### src/rtl/pvd_pkg.sv
// Package: types and constants shared by the posting varint delta decoder.
package pvd_pkg;

    localparam int DOC_ID_BITS      = 32;
    localparam int COUNT_W          = 32;
    localparam int VALUE_W          = 64;
    localparam int BYTE_IDX_W       = 4;
    localparam int SHIFT_W          = 6;
    localparam int MAX_VARINT_BYTES = 10;

    typedef enum logic [2:0] {
        STATUS_OK         = 3'd0,
        STATUS_TOO_LONG   = 3'd1,
        STATUS_BAD_STRAND = 3'd2,
        STATUS_TRUNCATED  = 3'd3,
        STATUS_TRAILING   = 3'd4
    } status_t;

    typedef enum logic [1:0] {
        FIELD_DOC    = 2'd0,
        FIELD_SEQ    = 2'd1,
        FIELD_POS    = 2'd2,
        FIELD_STRAND = 2'd3
    } field_t;

    typedef struct packed {
        logic                   emit;
        logic                   posting_valid;
        logic [DOC_ID_BITS-1:0] doc_id;
        logic [VALUE_W-1:0]     seq_id;
        logic [VALUE_W-1:0]     position;
        logic                   strand;
        logic                   block_done;
        status_t                status;
    } result_t;

endpackage

### src/rtl/pvd_if.sv
// Interfaces: compressed byte channel and decoded posting channel.
interface pvd_byte_if;
    logic       valid;
    logic       ready;
    logic [7:0] data_byte;
    logic       block_end;

    modport source (output valid, output data_byte, output block_end, input ready);
    modport sink (input valid, input data_byte, input block_end, output ready);
endinterface

interface pvd_post_if;
    logic                           valid;
    logic                           ready;
    logic                           posting_valid;
    logic [pvd_pkg::DOC_ID_BITS-1:0] doc_id;
    logic [pvd_pkg::VALUE_W-1:0]    seq_id;
    logic [pvd_pkg::VALUE_W-1:0]    position;
    logic                           strand;
    logic                           block_done;
    pvd_pkg::status_t               status;

    modport source (
        output valid, output posting_valid, output doc_id, output seq_id,
        output position, output strand, output block_done, output status, input ready
    );
    modport sink (
        input valid, input posting_valid, input doc_id, input seq_id,
        input position, input strand, input block_done, input status, output ready
    );
endinterface

### src/rtl/pvd_core.sv
// Decode core: varint assembly, delta rebuild and block error tracking.
module pvd_core
(
    input  logic                        clk,
    input  logic                        rst_n,
    input  logic                        fire,
    input  logic [7:0]                  data_byte,
    input  logic                        block_end,
    input  logic [pvd_pkg::COUNT_W-1:0] expected_postings,
    output pvd_pkg::result_t            res
);

    logic [pvd_pkg::VALUE_W-1:0]     acc_reg, acc_next;
    logic [pvd_pkg::BYTE_IDX_W-1:0]  idx_reg, idx_next;
    pvd_pkg::field_t                 field_reg, field_next;
    logic [pvd_pkg::DOC_ID_BITS-1:0] doc_reg, doc_next;
    logic [pvd_pkg::VALUE_W-1:0]     seq_hold_reg, seq_hold_next;
    logic [pvd_pkg::VALUE_W-1:0]     pos_hold_reg, pos_hold_next;
    logic [pvd_pkg::DOC_ID_BITS-1:0] last_doc_reg, last_doc_next;
    logic [pvd_pkg::VALUE_W-1:0]     last_seq_reg, last_seq_next;
    logic [pvd_pkg::VALUE_W-1:0]     last_pos_reg, last_pos_next;
    logic [pvd_pkg::COUNT_W-1:0]     done_reg, done_next;
    pvd_pkg::status_t                err_reg, err_next;

    logic [pvd_pkg::SHIFT_W-1:0]     shamt;
    logic [pvd_pkg::VALUE_W-1:0]     value;
    logic                            first;
    logic                            doc_match;
    logic                            seq_match;
    logic [pvd_pkg::VALUE_W-1:0]     seq_calc;
    logic [pvd_pkg::VALUE_W-1:0]     pos_calc;
    logic                            post;

    // 7 * index, modulo 64
    assign shamt      = ({2'b00, idx_reg} << 3) - {2'b00, idx_reg};
    assign value      = acc_reg | ({{(pvd_pkg::VALUE_W-7){1'b0}}, data_byte[6:0]} << shamt);
    assign first      = (done_reg == '0);
    assign doc_match  = !first && (doc_reg == last_doc_reg);
    // seq equals last exactly when the delta is zero
    assign seq_match  = doc_match && (seq_hold_reg == '0);
    assign seq_calc   = doc_match ? (last_seq_reg + seq_hold_reg) : seq_hold_reg;
    assign pos_calc   = seq_match ? (last_pos_reg + pos_hold_reg) : pos_hold_reg;

    always_comb
    begin
        acc_next      = acc_reg;
        idx_next      = idx_reg;
        field_next    = field_reg;
        doc_next      = doc_reg;
        seq_hold_next = seq_hold_reg;
        pos_hold_next = pos_hold_reg;
        last_doc_next = last_doc_reg;
        last_seq_next = last_seq_reg;
        last_pos_next = last_pos_reg;
        done_next     = done_reg;
        err_next      = err_reg;
        post          = 1'b0;

        if (err_reg == pvd_pkg::STATUS_OK)
        begin
            if (done_reg >= expected_postings)
            begin
                err_next = pvd_pkg::STATUS_TRAILING;
            end
            else if (!data_byte[7])
            begin
                acc_next   = '0;
                idx_next   = '0;
                field_next = pvd_pkg::field_t'(field_reg + 2'd1);
                case (field_reg)
                    pvd_pkg::FIELD_DOC:
                    begin
                        doc_next = first ? value[pvd_pkg::DOC_ID_BITS-1:0]
                                         : last_doc_reg + value[pvd_pkg::DOC_ID_BITS-1:0];
                    end
                    pvd_pkg::FIELD_SEQ:
                    begin
                        seq_hold_next = value;
                    end
                    pvd_pkg::FIELD_POS:
                    begin
                        pos_hold_next = value;
                    end
                    default:
                    begin
                        if (|value[pvd_pkg::VALUE_W-1:1])
                        begin
                            err_next = pvd_pkg::STATUS_BAD_STRAND;
                        end
                        else
                        begin
                            post          = 1'b1;
                            last_doc_next = doc_reg;
                            last_seq_next = seq_calc;
                            last_pos_next = pos_calc;
                            done_next     = done_reg + pvd_pkg::COUNT_W'(1);
                        end
                    end
                endcase
            end
            else
            begin
                acc_next = value;
                idx_next = idx_reg + pvd_pkg::BYTE_IDX_W'(1);
                if (idx_reg >= pvd_pkg::BYTE_IDX_W'(pvd_pkg::MAX_VARINT_BYTES - 1))
                begin
                    err_next = pvd_pkg::STATUS_TOO_LONG;
                end
            end
        end

        res               = '0;
        res.emit          = post || block_end;
        res.block_done    = block_end;
        if (post)
        begin
            res.posting_valid = 1'b1;
            res.doc_id        = doc_reg;
            res.seq_id        = seq_calc;
            res.position      = pos_calc;
            res.strand        = value[0];
        end
        if (block_end)
        begin
            if (err_next == pvd_pkg::STATUS_OK && done_next < expected_postings)
                res.status = pvd_pkg::STATUS_TRUNCATED;
            else
                res.status = err_next;
            acc_next      = '0;
            idx_next      = '0;
            field_next    = pvd_pkg::FIELD_DOC;
            doc_next      = '0;
            seq_hold_next = '0;
            pos_hold_next = '0;
            last_doc_next = '0;
            last_seq_next = '0;
            last_pos_next = '0;
            done_next     = '0;
            err_next      = pvd_pkg::STATUS_OK;
        end
    end

    always_ff @(posedge clk or negedge rst_n)
    begin
        if (!rst_n)
        begin
            acc_reg      <= '0;
            idx_reg      <= '0;
            field_reg    <= pvd_pkg::FIELD_DOC;
            doc_reg      <= '0;
            seq_hold_reg <= '0;
            pos_hold_reg <= '0;
            last_doc_reg <= '0;
            last_seq_reg <= '0;
            last_pos_reg <= '0;
            done_reg     <= '0;
            err_reg      <= pvd_pkg::STATUS_OK;
        end
        else if (fire)
        begin
            acc_reg      <= acc_next;
            idx_reg      <= idx_next;
            field_reg    <= field_next;
            doc_reg      <= doc_next;
            seq_hold_reg <= seq_hold_next;
            pos_hold_reg <= pos_hold_next;
            last_doc_reg <= last_doc_next;
            last_seq_reg <= last_seq_next;
            last_pos_reg <= last_pos_next;
            done_reg     <= done_next;
            err_reg      <= err_next;
        end
    end

    a_idx_bound: assert property (@(posedge clk) disable iff (!rst_n)
        idx_reg > pvd_pkg::BYTE_IDX_W'(pvd_pkg::MAX_VARINT_BYTES - 1)
        |-> err_reg == pvd_pkg::STATUS_TOO_LONG)
        else $error("varint byte index past limit without error");

    a_block_clear: assert property (@(posedge clk) disable iff (!rst_n)
        fire && block_end
        |=> done_reg == '0 && err_reg == pvd_pkg::STATUS_OK && field_reg == pvd_pkg::FIELD_DOC)
        else $error("block state not cleared after block end");

    a_err_freeze: assert property (@(posedge clk) disable iff (!rst_n)
        fire && !block_end && err_reg != pvd_pkg::STATUS_OK
        |=> $stable(done_reg) && $stable(err_reg) && $stable(last_doc_reg))
        else $error("state changed while dropping bytes after error");

endmodule

### src/rtl/posting_varint_delta_decoder.sv
// Top level: posting varint delta decoder with input and result registers.
// Takes one byte of a compressed posting block per item and returns at most one result per
// byte: a posting when the byte finishes the strand varint, and/or the block close with its
// status when block_end is set. A new byte is accepted every cycle unless a result stalls;
// the byte is captured in the input register and its result in the result register, and
// the decode step between them is bounded by the 64-bit sequence and position adders. A
// stalled result holds the input register, so at most one byte waits inside.
// expected_postings is sampled as each byte is decoded; write it only while no item
// is in flight.
module posting_varint_delta_decoder
(
    input  logic                        clk,
    input  logic                        rst_n,
    input  logic                        expected_postings_we,
    input  logic [pvd_pkg::COUNT_W-1:0] expected_postings_wdata,
    pvd_byte_if.sink                    bytes,
    pvd_post_if.source                  postings
);

    logic                        in_v_reg;
    logic [7:0]                  in_byte_reg;
    logic                        in_end_reg;
    logic                        out_v_reg;
    pvd_pkg::result_t            out_reg;
    logic [pvd_pkg::COUNT_W-1:0] expected_reg;
    logic                        advance;
    logic                        fire;
    pvd_pkg::result_t            res;

    assign advance     = !out_v_reg || postings.ready;
    assign fire        = in_v_reg && advance;
    assign bytes.ready = !in_v_reg || advance;

    pvd_core u_core
    (
        .clk               (clk),
        .rst_n             (rst_n),
        .fire              (fire),
        .data_byte         (in_byte_reg),
        .block_end         (in_end_reg),
        .expected_postings (expected_reg),
        .res               (res)
    );

    always_ff @(posedge clk or negedge rst_n)
    begin
        if (!rst_n)
        begin
            expected_reg <= '0;
            in_v_reg     <= 1'b0;
            out_v_reg    <= 1'b0;
        end
        else
        begin
            if (expected_postings_we)
                expected_reg <= expected_postings_wdata;
            if (bytes.ready)
                in_v_reg <= bytes.valid;
            if (advance)
                out_v_reg <= fire && res.emit;
        end
    end

    always_ff @(posedge clk)
    begin
        if (bytes.valid && bytes.ready)
        begin
            in_byte_reg <= bytes.data_byte;
            in_end_reg  <= bytes.block_end;
        end
        if (fire && res.emit)
            out_reg <= res;
    end

    assign postings.valid         = out_v_reg;
    assign postings.posting_valid = out_reg.posting_valid;
    assign postings.doc_id        = out_reg.doc_id;
    assign postings.seq_id        = out_reg.seq_id;
    assign postings.position      = out_reg.position;
    assign postings.strand        = out_reg.strand;
    assign postings.block_done    = out_reg.block_done;
    assign postings.status        = out_reg.status;

    a_in_hold: assert property (@(posedge clk) disable iff (!rst_n)
        in_v_reg && !advance |=> in_v_reg && $stable(in_byte_reg) && $stable(in_end_reg))
        else $error("pending byte lost while result stalled");

endmodule

### src/flat_wrapper.sv
// flat-port wrapper written by rule: the top's interface ports become plain ports
module posting_varint_delta_decoder_flat 
  (clk, rst_n, expected_postings_we, expected_postings_wdata, bytes_valid, bytes_data_byte, bytes_block_end, bytes_ready, postings_valid, postings_posting_valid, postings_doc_id, postings_seq_id, postings_position, postings_strand, postings_block_done, postings_status, postings_ready);
  pvd_byte_if bytes_i ();
  pvd_post_if postings_i ();
  input  logic clk;
  input  logic rst_n;
  input  logic expected_postings_we;
  input  logic [pvd_pkg::COUNT_W-1:0] expected_postings_wdata;
  input wire logic [$bits(bytes_i.valid)-1:0] bytes_valid;
  input wire logic [$bits(bytes_i.data_byte)-1:0] bytes_data_byte;
  input wire logic [$bits(bytes_i.block_end)-1:0] bytes_block_end;
  output wire logic [$bits(bytes_i.ready)-1:0] bytes_ready;
  output wire logic [$bits(postings_i.valid)-1:0] postings_valid;
  output wire logic [$bits(postings_i.posting_valid)-1:0] postings_posting_valid;
  output wire logic [$bits(postings_i.doc_id)-1:0] postings_doc_id;
  output wire logic [$bits(postings_i.seq_id)-1:0] postings_seq_id;
  output wire logic [$bits(postings_i.position)-1:0] postings_position;
  output wire logic [$bits(postings_i.strand)-1:0] postings_strand;
  output wire logic [$bits(postings_i.block_done)-1:0] postings_block_done;
  output wire logic [$bits(postings_i.status)-1:0] postings_status;
  input wire logic [$bits(postings_i.ready)-1:0] postings_ready;
  assign bytes_i.valid = bytes_valid;
  assign bytes_i.data_byte = bytes_data_byte;
  assign bytes_i.block_end = bytes_block_end;
  assign bytes_ready = bytes_i.ready;
  assign postings_valid = postings_i.valid;
  assign postings_posting_valid = postings_i.posting_valid;
  assign postings_doc_id = postings_i.doc_id;
  assign postings_seq_id = postings_i.seq_id;
  assign postings_position = postings_i.position;
  assign postings_strand = postings_i.strand;
  assign postings_block_done = postings_i.block_done;
  assign postings_status = postings_i.status;
  assign postings_i.ready = postings_ready;
  posting_varint_delta_decoder u_core (.clk(clk), .rst_n(rst_n), .expected_postings_we(expected_postings_we), .expected_postings_wdata(expected_postings_wdata), .bytes(bytes_i), .postings(postings_i));
endmodule
### config.mk
export PLATFORM = sky130hd
export DESIGN_NAME = posting_varint_delta_decoder_flat
export DESIGN_NICKNAME = d
export VERILOG_FILES = /design/src/rtl/pvd_pkg.sv /design/src/rtl/pvd_if.sv /design/src/rtl/pvd_core.sv /design/src/rtl/posting_varint_delta_decoder.sv /design/src/flat_wrapper.sv
export SDC_FILE = /design/constraint.sdc
export NUM_CORES = 2
export LEC_CHECK = 0
export BUFFER_PORTS_ARGS = -buffer_cell sky130_fd_sc_hd__buf_2
export CAP_MARGIN = 20
export CORE_MARGIN = 2
export CORE_UTILIZATION = 30
export CTS_CLUSTER_DIAMETER = 150
export DETAILED_ROUTE_END_ITERATION = 10
export GPL_TIMING_DRIVEN = 0
export PLACE_DENSITY = 0.57
export SLEW_MARGIN = 10
export SYNTH_ARGS = -nofsm -noshare
export SYNTH_HDL_FRONTEND = slang
export SYNTH_SLANG_ARGS = --single-unit
### constraint.sdc
create_clock -name clk -period 12 [get_ports clk]
set_input_delay 1.2 -clock clk [delete_from_list [all_inputs] [get_ports clk]]
set_output_delay 1.2 -clock clk [all_outputs]
set_load 0.05 [all_outputs]
After elaboration in Yosys (flattened, before gate mapping)
Cells that the tools add are included.

$add $sub $neg: 7. Order comparisons: 3. Eq/ne operators: 7. Shift-type cells: 1. Mux-type cells: 68. Bitwise gates (word level): 2. Reductions and logical operators: 30.

Operators by type and width (number): 2-to-1 mux 64 bit (28); 2-to-1 mux 32 bit (18); 2-to-1 mux 162 bit (1); adder 64 bit (2); zero test 64 bit (1); OR 64 bit (1); left shift 7 x 6 -> 64 bit (1); OR reduction 63 bit (1); adder 32 x 1 -> 32 bit (second input constant) (1); adder 32 bit (1); equality test 32 bit (1); greater-or-equal comparator 32 bit (1); zero test 32 bit (1); less-than comparator 32 bit (1); 2-to-1 mux 3 bit (7); 2-to-1 mux 4 bit (4); AND reduction 5 bit (3); 2-to-1 mux 2 bit (5); nonzero test 2 bit (4); logical AND 1 bit (6); zero test 3 bit (2); != test 2 x 1 -> 1 bit (second input constant) (3); AND reduction 6 bit (1); subtractor 6 x 4 -> 6 bit (1); other kinds (15) (23).

Flip-flop bits (word level): 634. Output and inout port bits: 168. Word-level logic and storage cells: 142.

Logic depth before layout (Yosys ltp)
Depth in word-level cells: 12. Depth in mapped cells: 31. Mapped depth without buffers: 27.

By module
From an unflattened synthesis, not the netlist that was laid out.

Cells, all modules: 3987. Area, all modules: 37946.4 µm².

By module, submodules not included: pvd_core (instances 1, cells an instance 3734, area an instance 31250.0 µm², sequential area each 10635.2 µm²); posting_varint_delta_decoder (instances 1, cells an instance 253, area an instance 6696.4 µm², sequential area each 6105.9 µm²).

Least setup slack after synthesis
OpenSTA, ideal clock, no wires.

Kind: reg2reg. Start point: register u_core.u_core.idx_reg[0] (netlist name). End point: register u_core.u_core.last_pos_reg[45] (netlist name). Setup time: 0.150 ns. Data arrival time: 9.259 ns. Required time: 11.850 ns. Setup slack: 2.591 ns. Cell stages (with the launch flop): 17. Cells stage by stage: dfrtp_1 -> buf_6 -> buf_2 -> inv_1 -> ha_1 -> mux2_2 -> mux4_2 -> buf_2 -> a21oi_1 -> nand4b_1 -> or4_1 -> or4_1 -> a21o_1 -> inv_2 -> clkbuf_1 -> o21ai_0 -> a31oi_1.

Cells in the longest elaborated chain, start to end: 6.

Ends and longest elaborated chain: start, declared (RTL line pvd_core.sv:14) `logic [pvd_pkg::BYTE_IDX_W-1:0] idx_reg, idx_next;`; start signal, assigned (RTL line pvd_core.sv:162) `idx_reg <= idx_next;`; subtractor 6 x 4 -> 6 bit (RTL line pvd_core.sv:35) `assign shamt = ({2'b00, idx_reg} << 3) - {2'b00, idx_reg};`; left shift 7 x 6 -> 64 bit (RTL line pvd_core.sv:36) `assign value = acc_reg | ({{(pvd_pkg::VALUE_W-7){1'b0}}, data_byte[6:0]} << shamt);`; OR 64 bit (RTL line pvd_core.sv:36); OR reduction 63 bit (RTL line pvd_core.sv:86) `if (|value[pvd_pkg::VALUE_W-1:1])`; != test 2 x 1 -> 1 bit (no line); AND reduction 6 bit (no line); end signal, assigned (RTL line pvd_core.sv:169) `last_pos_reg <= last_pos_next;`; end, declared (RTL line pvd_core.sv:21) `logic [pvd_pkg::VALUE_W-1:0] last_pos_reg, last_pos_next;`.

No other way between the ends. A chain may end at the register's enable or synchronous reset.

Worst setup path in the final report
Start point: register u_core.u_core.idx_reg[0] (netlist name). End point: register u_core.out_reg (netlist bit u_core.postings.status[0]), data pin.

Cells in the longest elaborated chain, start to end: 12. Elaborated cells on any way between the ends: 20. Classes of those cells: 1 x add/sub; 2 x order compare; 1 x shift; 12 x mux; 1 x bitwise; 3 x reduce/logical.

Ends and longest elaborated chain: subtractor 6 x 4 -> 6 bit (RTL line pvd_core.sv:35); left shift 7 x 6 -> 64 bit (RTL line pvd_core.sv:36); OR 64 bit (RTL line pvd_core.sv:36); OR reduction 63 bit (RTL line pvd_core.sv:86); 2-to-1 mux 32 bit / 2-to-1 mux 3 bit (equally long branches) (RTL line pvd_core.sv:86); 2-to-1 mux 32 bit / 2-to-1 mux 3 bit (equally long branches) (RTL line pvd_core.sv:70) `case (field_reg)`; 2-to-1 mux 32 bit / 2-to-1 mux 3 bit (equally long branches) (RTL line pvd_core.sv:65) `else if (!data_byte[7])`; 2-to-1 mux 32 bit / 2-to-1 mux 3 bit (equally long branches) (RTL line pvd_core.sv:61) `if (done_reg >= expected_postings)`; 2-to-1 mux 32 bit / 2-to-1 mux 3 bit (equally long branches) (RTL line pvd_core.sv:59) `if (err_reg == pvd_pkg::STATUS_OK)`; less-than comparator 32 bit / zero test 3 bit (equally long branches) (RTL line pvd_core.sv:125) `if (err_next == pvd_pkg::STATUS_OK && done_next < expected_postings)`; logical AND 1 bit (RTL line pvd_core.sv:125); 2-to-1 mux 2 bit (*) (RTL line pvd_core.sv:125); end signal, assigned (RTL line posting_varint_delta_decoder.sv:72) `out_reg <= res;`; end, declared (RTL line posting_varint_delta_decoder.sv:24) `pvd_pkg::result_t out_reg;`.

Mark *: on every way between the ends. The rest lies on a longest branch, timed or not.

==> run metrics <==
most common cell after layout, fill and taps aside nand2_1; Peak VDD IR 0.111 mV; ys async rst share 0.724; Max Freq 113 MHz; post-synthesis register bit count 634; post-cts resize count 0; Root Buffer clkbuf_16; cts hold-fix bufs 0; # fillers 13412; total setup buffers inserted after CTS 0; global-route wire length before repair 216000 um; run status finished clean; vias per cell 5.33; TritonCTS buffer count 77; Clock Sinks 634; Min-Delay Endpoint u_core.u_core.last_seq_reg[9]; initial antenna violation count 6; initial core utilization 0.301; CTS Buffer Depth 3; H-tree levels 3; WHS Path Cells 2; Worst Slack Setup Final 3.15 ns; Mapped Area 38800 um2; drt pass-1 iters 7; Cells after Synth 4377; vias in the first global route 33306; post-place setup slack 3.41 ns; Initial DRC Count 2900; critical path class flip-flop to flip-flop; Remaining Overflow, GRT 0; r2r startpoint u_core.u_core.idx_reg[0]; Final Power 6.94 mW; Max stage delay cell, worst path nor4_1; WP data required 12.52 ns; final hold violations 0; final estimated routing congestion in global placement 0.971; end-of-flow core utilization 0.351; clock latency at the later pin of the worst-skew pair 0.70 ns; DRC viols 0; Slew headroom 0.118; yosys warns 0; LEAKAGE 20.7 nW; num rows 132; RSZ-0062 raised after global routing no; CTS tree built; Critical Path Max Stage Delay 1.05 ns; cell count of the worst reg-to-reg path 28; period utilization 0.738; Hold Slack 0.481 ns; Period minus WS final 8.85 ns; EDFF count, synth 175; Slew Viols, Final 0; worst path arrival time 9.37 ns; share of cells above drive strength 1 0.0937; worst hold path class flip-flop to flip-flop; Setup crit end kind flip-flop; Die X 364 um; Startpoint Class flip-flop; core area 129000 um2; Die ar. 132000 um2; Syn Nets 4656; synth unique cells 84; setup violators final 0; # IOs 214; Synth Area per Inst 8.87 um2; hold_sp u_core.u_core.last_seq_reg[9]; # port buffers 212; leading cell types in the layout, fill and taps excluded nand2_1 (781), dfrtp_1 (459), nor2_1 (384); Die H 364 um; P&R area growth vs syn 16.6%; CTS clk-pin slew, worst paths 0.06 ns; PwrDens 153 nW/um2; final non-filler cell total 6503; HPWL after DPL 112000 um; largest net degree at the start of global routing 105; vias post-DR 34635; maxcap violations 0; post-synthesis sequential area ratio 0.431; total track usage 0.216; Routed Antenna Nets 0; Slew @ Worst Pin 1.31 ns; Total Nets Final 4972; FF-to-FF End u_core.postings.status[0]; Clock Skew 0.0516 ns; Worst Path Max Fanout 10; Worst R2R Setup Slack 3.15 ns; wirelength, routed 146000 um; Post-Place Cells 6355; top_reg_cell synth dfrtp_1; Critical Path Most Common Cell a21o_1; DR WL/cell 22.4 um
==> metal layers <==
metal / up-vias / share of wire / GRT usage
met5: - / 0.000096 / 0
met1: 16923 / 0.44 / 0.292
met4: 2 / 0.040 / 0.0888
met3: 262 / 0.062 / 0.0316
met2: 1136 / 0.46 / 0.346
li1: 16312 / - / -
==> logic make-up after synthesis <==
group	share of synthesized area
muxes	0.0310
adders and majority gates	0.0757
and+or+nand+nor	0.192
xor gates and xnor gates	0.0417
DFF	0.431
buffers and inverters	0.0376
AOI/OAI and AO/OA	0.191
==> cells in the mapped netlist, types with 13 or more instances <==
library cell	n	area (um2)
a211oi_1	30	225
a21boi_0	13	97.6
a21o_1	128	961
a21oi_1	327	1640
a221oi_1	17	149
a22o_1	20	175
a31oi_1	51	319
and2_1	62	388
and3_1	29	181
and4_1	14	123
buf_1	22	82.6
buf_2	25	125
clkbuf_1	192	721
dfrtp_1	459	11500
edfxtp_1	175	5260
ha_1	230	2880
inv_1	132	495
mux2i_1	99	991
nand2_1	781	2930
nand2b_1	26	163
nand3_1	75	375
nand4_1	60	375
nor2_1	384	1440
nor2b_1	34	213
nor3_1	41	205
nor4_1	58	363
o211ai_1	13	97.6
o21a_1	27	203
o21ai_0	310	1550
o21bai_1	25	188
o31ai_1	105	788
or3_1	17	106
or4_1	17	128
xnor2_1	76	666
xor2_1	107	937
==> power by group <==
part	switching, mW	internal (mW)
clock	1.05	1.55
combinational	1.22	0.531
sequential	0.196	2.40
total	2.46	4.48
==> critical path, delay by kind of cell, from the launching register on <==
kind | cells | cell delay, ns
compound gates | 9 | 2.12
flops | 1 | 0.43
buf+inv | 6 | 1.22
fa+ha+maj | 2 | 0.49
simple gates | 8 | 2.98
xor+xnor | 2 | 0.88
mux | 1 | 0.55
==> area by class of cell <==
cell class	count	area [um2]	area share
Antenna cell	3	7.51	0.000166
Clock inverter	38	544	0.0120
Multi-Input combinational cell	3366	20700	0.456
Buffer	241	957	0.0211
Timing Repair Buffer	237	1420	0.0312
Clock buffer	106	2260	0.0500
Inverter	136	510	0.0113
Tap cell	1742	2180	0.0481
Sequential cell	634	16700	0.370
==> per-stage QoR <==
step	instance area [um2]	setup TNS, ns
final	45300	0
after global routing	45300	0
after CTS	45300	0
after detailed placement	42500	0
after global placement	42100	-520.37
after floorplan	38800	0
==> worst max path at each step <==
stage	startpoint	to	slack, ns	depth (start not counted)
after floorplan	u_core.u_core.idx_reg[0]	u_core.u_core.last_pos_reg[45]	2.59	16
after global placement	u_core.u_core.idx_reg[0]	u_core.u_core.last_pos_reg[56]	-2.66	17
after detailed placement	u_core.u_core.idx_reg[0]	u_core.postings.status[0]	3.41	28
after CTS	u_core.u_core.idx_reg[0]	u_core.postings.status[0]	3.39	28
after global routing	u_core.u_core.idx_reg[1]	u_core.postings.status[0]	2.85	29
final	u_core.u_core.idx_reg[0]	u_core.postings.status[0]	3.15	28
Power figures use the tool's default switching activity.
